===== config.mk =====
export PLATFORM = sky130hd
export DESIGN_NAME = mtxc_ctrl
export DESIGN_NICKNAME = d
export VERILOG_FILES = /design/src/rtl/core/mtxc_pkg.sv /design/src/rtl/core/mtxc_ctrl.sv
export SDC_FILE = /design/constraint.sdc
export NUM_CORES = 1
export LEC_CHECK = 0
export CORE_AREA = 8 8 45 47
export CTS_CLUSTER_DIAMETER = 80
export DETAILED_ROUTE_END_ITERATION = 10
export DIE_AREA = 0 0 53 55
export DONT_BUFFER_PORTS = 1
export GPL_TIMING_DRIVEN = 0
export MAX_ROUTING_LAYER = met4
export PLACE_DENSITY = 0.74
export SYNTH_ARGS = -nofsm -noshare
export SYNTH_HDL_FRONTEND = slang
export SYNTH_SLANG_ARGS = --single-unit
export TNS_END_PERCENT = 20

===== constraint.sdc =====
create_clock -name clock -period 2.2 [get_ports clock]
set_clock_uncertainty 0.15 [all_clocks]
set_input_delay 0.44 -clock clock [delete_from_list [all_inputs] [get_ports clock]]
set_output_delay 0.44 -clock clock [all_outputs]
set_load 0.005 [all_outputs]

===== src/rtl/core/mtxc_pkg.sv =====
// shared constants, types and the tempering function of the keystream cipher
package mtxc_pkg;

   localparam int unsigned MT_N = 624;
   localparam int unsigned MT_M = 397;
   localparam int unsigned ADDR_W = $clog2(MT_N);
   localparam int unsigned GIDX_W = $clog2(MT_N + 1);

   localparam logic [31:0] MT_MATRIX    = 32'h9908_B0DF;
   localparam logic [31:0] MT_INIT_MULT = 32'd1812433253;
   localparam logic [31:0] MT_TEMPER_B  = 32'h9D2C_5680;
   localparam logic [31:0] MT_TEMPER_C  = 32'hEFC6_0000;

   localparam int unsigned SEED_W = 16;
   localparam int unsigned BYTE_W = 8;
   localparam int unsigned BLEFT_W = 3;
   localparam logic [BLEFT_W-1:0] BYTES_PER_WORD = BLEFT_W'(4);

   localparam logic [ADDR_W-1:0] ADDR_LAST = ADDR_W'(MT_N - 1);
   localparam logic [ADDR_W:0]   ADDR_M    = (ADDR_W + 1)'(MT_M);
   localparam logic [ADDR_W:0]   ADDR_N    = (ADDR_W + 1)'(MT_N);
   localparam logic [GIDX_W-1:0] GIDX_FULL = GIDX_W'(MT_N);

   // read address source for the state memory
   typedef enum logic [1:0] {
      RD_ZERO  = 2'd0,
      RD_TWIST = 2'd1,
      RD_GEN   = 2'd2
   } rd_sel_type;

   typedef struct packed {
      logic       accept;
      logic       seed_mul;
      logic       seed_add;
      logic       tw_start;
      logic       tw_load;
      logic       tw_write;
      logic       temper;
      logic       consume;
      logic       use_held;
      rd_sel_type rd_sel;
   } ctl_cmd_type;

   typedef struct packed {
      logic bytes_left_zero;
      logic gen_index_full;
      logic cnt_last;
   } ctl_status_type;

   function automatic logic [31:0] mt_temper(input logic [31:0] x);
      logic [31:0] y;
      y = x;
      y = y ^ (y >> 11);
      y = y ^ ((y << 7) & MT_TEMPER_B);
      y = y ^ ((y << 15) & MT_TEMPER_C);
      y = y ^ (y >> 18);
      return y;
   endfunction

endpackage


===== src/rtl/core/mtxc_ctrl.sv =====
// controller state machine of the keystream cipher
module mtxc_ctrl
   import mtxc_pkg::*;
(
   input  logic           clock,
   input  logic           reset,
   input  logic           req_valid,
   input  logic           req_first,
   output logic           req_ready,
   input  logic           rsp_ready,
   output logic           rsp_valid,
   input  ctl_status_type status,
   output ctl_cmd_type    cmd
);

   typedef enum logic [9:0] {
      ST_IDLE     = 10'b00_0000_0001,
      ST_SEED_MUL = 10'b00_0000_0010,
      ST_SEED_ADD = 10'b00_0000_0100,
      ST_TW_START = 10'b00_0000_1000,
      ST_TW_LOAD  = 10'b00_0001_0000,
      ST_TW_RD    = 10'b00_0010_0000,
      ST_TW_WR    = 10'b00_0100_0000,
      ST_FETCH    = 10'b00_1000_0000,
      ST_TEMPER   = 10'b01_0000_0000,
      ST_OUT      = 10'b10_0000_0000
   } state_type;

   state_type state_ff, state_in;
   logic      rsp_valid_ff, rsp_valid_in;
   logic      slot_free;
   logic      accept;

   assign slot_free = !rsp_valid_ff || rsp_ready;
   assign req_ready = (state_ff == ST_IDLE) && slot_free;
   assign accept    = req_valid && req_ready;
   assign rsp_valid = rsp_valid_ff;

   always_comb begin
      state_in = state_ff;
      cmd      = '0;
      cmd.rd_sel = RD_GEN;
      unique case (state_ff)
         ST_IDLE: begin
            if (accept) begin
               cmd.accept = 1'b1;
               if (req_first) begin
                  state_in = ST_SEED_MUL;
               end else if (status.bytes_left_zero) begin
                  state_in = status.gen_index_full ? ST_TW_START : ST_FETCH;
               end else begin
                  cmd.consume = 1'b1;
               end
            end
         end
         ST_SEED_MUL: begin
            cmd.seed_mul = 1'b1;
            state_in = ST_SEED_ADD;
         end
         ST_SEED_ADD: begin
            cmd.seed_add = 1'b1;
            state_in = status.cnt_last ? ST_TW_START : ST_SEED_MUL;
         end
         ST_TW_START: begin
            cmd.tw_start = 1'b1;
            cmd.rd_sel = RD_ZERO;
            state_in = ST_TW_LOAD;
         end
         ST_TW_LOAD: begin
            cmd.tw_load = 1'b1;
            cmd.rd_sel = RD_TWIST;
            state_in = ST_TW_WR;
         end
         ST_TW_RD: begin
            cmd.rd_sel = RD_TWIST;
            state_in = ST_TW_WR;
         end
         ST_TW_WR: begin
            cmd.tw_write = 1'b1;
            state_in = status.cnt_last ? ST_FETCH : ST_TW_RD;
         end
         ST_FETCH: begin
            cmd.rd_sel = RD_GEN;
            state_in = ST_TEMPER;
         end
         ST_TEMPER: begin
            cmd.temper = 1'b1;
            state_in = ST_OUT;
         end
         ST_OUT: begin
            if (slot_free) begin
               cmd.consume  = 1'b1;
               cmd.use_held = 1'b1;
               state_in = ST_IDLE;
            end
         end
         default: begin
            state_in = ST_IDLE;
         end
      endcase
   end

   always_comb begin
      if (cmd.consume) begin
         rsp_valid_in = 1'b1;
      end else if (rsp_ready) begin
         rsp_valid_in = 1'b0;
      end else begin
         rsp_valid_in = rsp_valid_ff;
      end
   end

   always_ff @(posedge clock) begin
      if (reset) begin
         state_ff     <= ST_IDLE;
         rsp_valid_ff <= 1'b0;
      end else begin
         state_ff     <= state_in;
         rsp_valid_ff <= rsp_valid_in;
      end
   end

   // a marked item always starts the seeding pass
   a_first_seeds: assert property (@(posedge clock) disable iff (reset)
      accept && req_first |=> state_ff == ST_SEED_MUL)
      else $error("marked item did not start seeding");

   // the last twist step hands over to the word fetch
   a_twist_to_fetch: assert property (@(posedge clock) disable iff (reset)
      state_ff == ST_TW_WR && status.cnt_last |=> state_ff == ST_FETCH)
      else $error("twist pass did not end in a fetch");

   // a freshly tempered word leaves bytes in the buffer
   a_temper_fills: assert property (@(posedge clock) disable iff (reset)
      state_ff == ST_TEMPER |=> !status.bytes_left_zero)
      else $error("tempered word not loaded into buffer");

   // a held item is delivered once the output register frees up
   a_out_delivers: assert property (@(posedge clock) disable iff (reset)
      state_ff == ST_OUT && slot_free |=> rsp_valid_ff && state_ff == ST_IDLE)
      else $error("held item not delivered");

endmodule


---- After elaboration in Yosys (flattened, before gate mapping) ----
Cells that the tools add are included.
word-level totals
  flip-flop bits (word level) ............. 11
  output and inout port bits .............. 13
operators by class
  equal/unequal tests ..................... 13
  mux-type cells .......................... 25
  reduce and logical (&&, ||, !) cells .... 7
operators by type and width
  kind                                                              count
  10-bit case mux with 9 select lines                               1
  10-bit 2-to-1 mux                                                 4
  8-bit 2-to-1 mux                                                  2
  1-bit 2-to-1 mux                                                  14
  10-bit by 1-bit == test with 1-bit output, second input constant  1
  10-bit == test, second input constant                             1
  10-bit by 2-bit == test with 1-bit output, second input constant  1
  10-bit by 3-bit == test with 1-bit output, second input constant  1
  10-bit by 4-bit == test with 1-bit output, second input constant  1
  10-bit by 5-bit == test with 1-bit output, second input constant  1
  10-bit by 6-bit == test with 1-bit output, second input constant  1
  10-bit by 7-bit == test with 1-bit output, second input constant  1
  10-bit by 8-bit == test with 1-bit output, second input constant  1
  10-bit by 9-bit == test with 1-bit output, second input constant  1
  4-bit 2-to-1 mux                                                  1
  2-bit inequality test, second input constant                      2
  2-bit case mux with 2 select lines                                1
  3-bit inequality test, second input constant                      1
  3-bit AND reduction                                               1
  1-bit logical AND                                                 2
  2-bit 2-to-1 mux                                                  1
  1-bit case mux with 2 select lines                                1
  2-bit nonzero test                                                1
  2-bit OR reduction                                                1
  other kinds (2)                                                   2

---- Logic depth before layout (Yosys ltp) ----
  word-level depth ........................ 7
  mapped depth ............................ 6
  mapped depth without buffers ............ 4

---- Least setup slack after synthesis ----
Ideal clock, no wire load.
  path type ............................... register -> output
  from .................................... reg state_ff[6]
  to ...................................... out cmd[3] (netlist bit)
  arrival time ............................ 1.424 ns
  required time ........................... 1.610 ns
  path slack .............................. 0.186 ns
  cell stages (with the launch flop) ...... 7
  buffers on the path ..................... 2
  cells stage by stage .................... dfxtp_1 -> buf_6 -> or4_4 -> nor3_1 -> a31oi_1 -> nor2_1 -> buf_4
RTL lines
  what                    line              text
  start, declared         mtxc_ctrl.sv:29   state_type state_ff, state_in;
  start signal, assigned  mtxc_ctrl.sv:118  state_ff <= state_in;
  end, declared           mtxc_ctrl.sv:13   output ctl_cmd_type cmd

==> results.md <==
- Clock buffer depth: 2
- Fmax achieved: around 0.44 GHz
- Remaining DRCs: 0
- Hold Buf Count CTS: 0
- Die height: ~55 um
- Die width: approximately 53 um
- Finished Layout Cells: roughly 120
- Final Wtd Congestion: between 0.7 and 0.8
- Initial antenna violation count: 0
- Post-synthesis mux area share: 0%
- XOR/XNOR Fraction of Synth Area: 3.529%
- CTS Sinks: 11
- Setup_tns: -0.1336 ns
- Rel. slew slack: 71.21%
- Crit Path Category: reg2out
- Failing checks: setup timing
- All-Layer GR Usage: between 10% and 20%
- LEAKAGE: around 0.34 nW
- Yosys reg bits: 11
- Reg clk slew, reported paths: 0.07 ns
- Die Area: 0.002915 mm^2
- Status: complete, but fails checks
- Final setup fails: 2
- Reg2reg setup slack: approximately 0.25 ns
- Worst setup SP type: register
- # rows: 14
- Largest net degree at the start of global routing: 9
- Clk Latency, worst-skew pair: ~0.26 ns
- Vias in the first global route: between 600 and 700
- Cell Area, Synth: ~740 um^2
- Inst Count DP: approximately 100
- Post-Synth Adder-Cell Area: 0%
- Fin crit period: about 2.3 ns
- Average size of a mapped cell: ~8.5 um^2
- Setup crit start: state_ff[1]
- Hold Slack: around 0.085 ns
- I/O Pins: 21
- Cell area after layout: ~920 um^2
- TritonCTS buffer count: 3
- Remaining Overflow, GRT: 0
- Fin nets: ~110
- Area growth from synthesis to layout: 23.19%
- Number of detailed-route iterations in the first pass: 4
- First-pass GRT wire length: between 3000 and 4000 um
- Final hold violations: 0
- Port bufs: 0
- Core Region: 0.001384 mm^2
- Iteration-0 DRC count of the detailed router: 11
- DP Worst Slack: ~0.1 ns
- Wl on met1: 777 um
- Max-Cap Viols: 0
- Antenna cells: 0
- Root Buffer: clkbuf_4
- ANT nets after route: 0
- CTS tree: built
- Worst Reg-to-Reg Cells: 6
- Sequential area share after synthesis: 29.58%
- Starting density of the core: a little over half
- Worst Path Required: 1.61 ns
- RSZ-0062 raised after global routing: yes
- Share of layout cells above drive strength 1: between 30 and 40%
- Met3 WL: about 80 um
- Fin util: about 66%
- WP data arrival: about 1.7 ns
- Drt wl/cell: between 15 and 20 um
- Highest metal used: met4
- Min-Delay Path Class: in2reg
- Final Power: between 700 and 800 uW
- Synth Area in Compound Gates: 14.12%
- Met2 wire length: between 1000 and 1500 um
- Final setup margin: -0.08790 ns
- Source of the worst register-to-register timing path: state_ff[6]
- Synth Area in Simple Gates: 45.71%
- Syn nets: 96
- CP Capture Type: primary output
- Power per standard cell area: about 860 mW/mm^2
- Fin crit share: 104.0%
- Peak VDD IR: 0.4206 mV
- Post-Synthesis Cells: 88
- Via density: 6.095
- Worst setup path endpoint: cmd[3]
- Largest family of logic cells by synthesized area: simple AND/OR/NAND/NOR gates
- Slew of the pin with the lowest slew margin: 0.4279 ns
- FF-to-FF End: state_ff[4]
- DR vias: 707
- Cell variety after synth: 34
- H-tree Lvls: 1
- Yosys warnings: 0
- CP max FO: 8
- Placed cell areas: about 760 um^2
- Fin. max-slew vios: 0
- Final wirelength: between 1500 and 2000 um
- Post-detail-place hpwl: roughly 1400 um
state kept, by name (all words and copies together) (netlist names):
name and cells:
state_ff 10, rsp_valid 1
critical path, stage by stage (launching register included):
cell,delay (ns)
dfxtp_4,0.38
or4b_4,0.56
nor3_2,0.20
a31oi_1,0.07
nor2_1,0.10
buf_4,0.12
routing by layer:
| layer | vias up | GRT usage (%) |
|---|---|---|
| met5 | - | - |
| met4 | 0 | 7.328 |
| met3 | 4 | 3.476 |
| met2 | 15 | 23.63 |
| met1 | 338 | 15.83 |
| li1 | 350 | - |
cell usage after synthesis (all sizes together):
cell type | instances | area (um^2)
a211o | 1 | 17.52
nand2b | 3 | 18.77
nor4b | 1 | 8.760
nor3 | 6 | 30.03
nor2b | 1 | 6.260
a21o | 1 | 7.510
and3 | 3 | 18.77
a21oi | 3 | 15.01
or3 | 4 | 30.03
nor4 | 8 | 77.57
inv | 4 | 15.01
a211oi | 1 | 7.510
nand3b | 4 | 42.54
a2bb2oi | 2 | 17.52
xor2 | 1 | 8.760
nand4 | 1 | 6.260
dfxtp | 11 | 220.2
nand3 | 2 | 10.01
or2 | 1 | 6.260
nand2 | 2 | 7.510
or4 | 1 | 11.26
a31oi | 2 | 12.51
xnor2 | 2 | 17.52
buf | 4 | 37.53
or4b | 1 | 10.01
o32a | 1 | 10.01
a32oi | 1 | 8.760
nor2 | 15 | 56.30
o41ai | 1 | 8.760
power by group:
part           switching, mW  internal (mW)
combinational          0.194          0.207
clock                 0.0687         0.0701
sequential            0.0289          0.224
total                  0.292          0.501
cell families (layout without fill, tap and decap cells):
family / after synthesis / in the layout
xor gates and xnor gates: 3 / 3
and+or+nand+nor: 53 / 53
AOI/OAI and AO/OA: 13 / 13
buffers and inverters: 8 / 20
DFF: 11 / 11
worst min path at each step:
stage | start | to | slack, ns | cells after the start
floorplan | state_ff[3] | state_ff[4] | 0.35 | 2
global placement | reset | rsp_valid | 0.36 | 1
detailed placement | reset | rsp_valid | 0.36 | 1
CTS | reset | rsp_valid | 0.08 | 1
global route | status[0] | state_ff[5] | 0.06 | 1
finish | status[0] | state_ff[5] | 0.09 | 1
cell type report:
cell class | instances | area, um^2
clock buffer | 4 | 26.28
sequential | 11 | 237.7
timing repair buffer | 8 | 60.06
buffer | 4 | 37.54
inverter | 4 | 15.01
tap | 16 | 20.02
multi-input combinational | 69 | 520.5
fill | 128 | 466.7
what timing repair did:
action	in CTS	in global routing
buffers inserted	3	5
resized for setup	14	9
hold endpoints to repair	0	0
pin swaps	4	4
setup endpoints to repair	7	7
layout by cell type (no fill, tap or decap), types with 2 or more instances in the layout:
master,count
inv_1,4
or3_1,3
nor3_1,4
nand3b_1,3
a2bb2oi_1,2
buf_6,2
xnor2_1,2
nor2_2,3
buf_4,10
a31oi_1,2
nand3_1,2
and3_1,2
nor2_1,11
dfxtp_4,3
nor4_4,2
dfxtp_1,3
dfxtp_2,5
nand2_1,2
clkbuf_4,3
nor4_1,5
nor3_2,2
a21oi_1,3
nand2b_1,3
No activity file was read; power rests on OpenSTA's default activity.
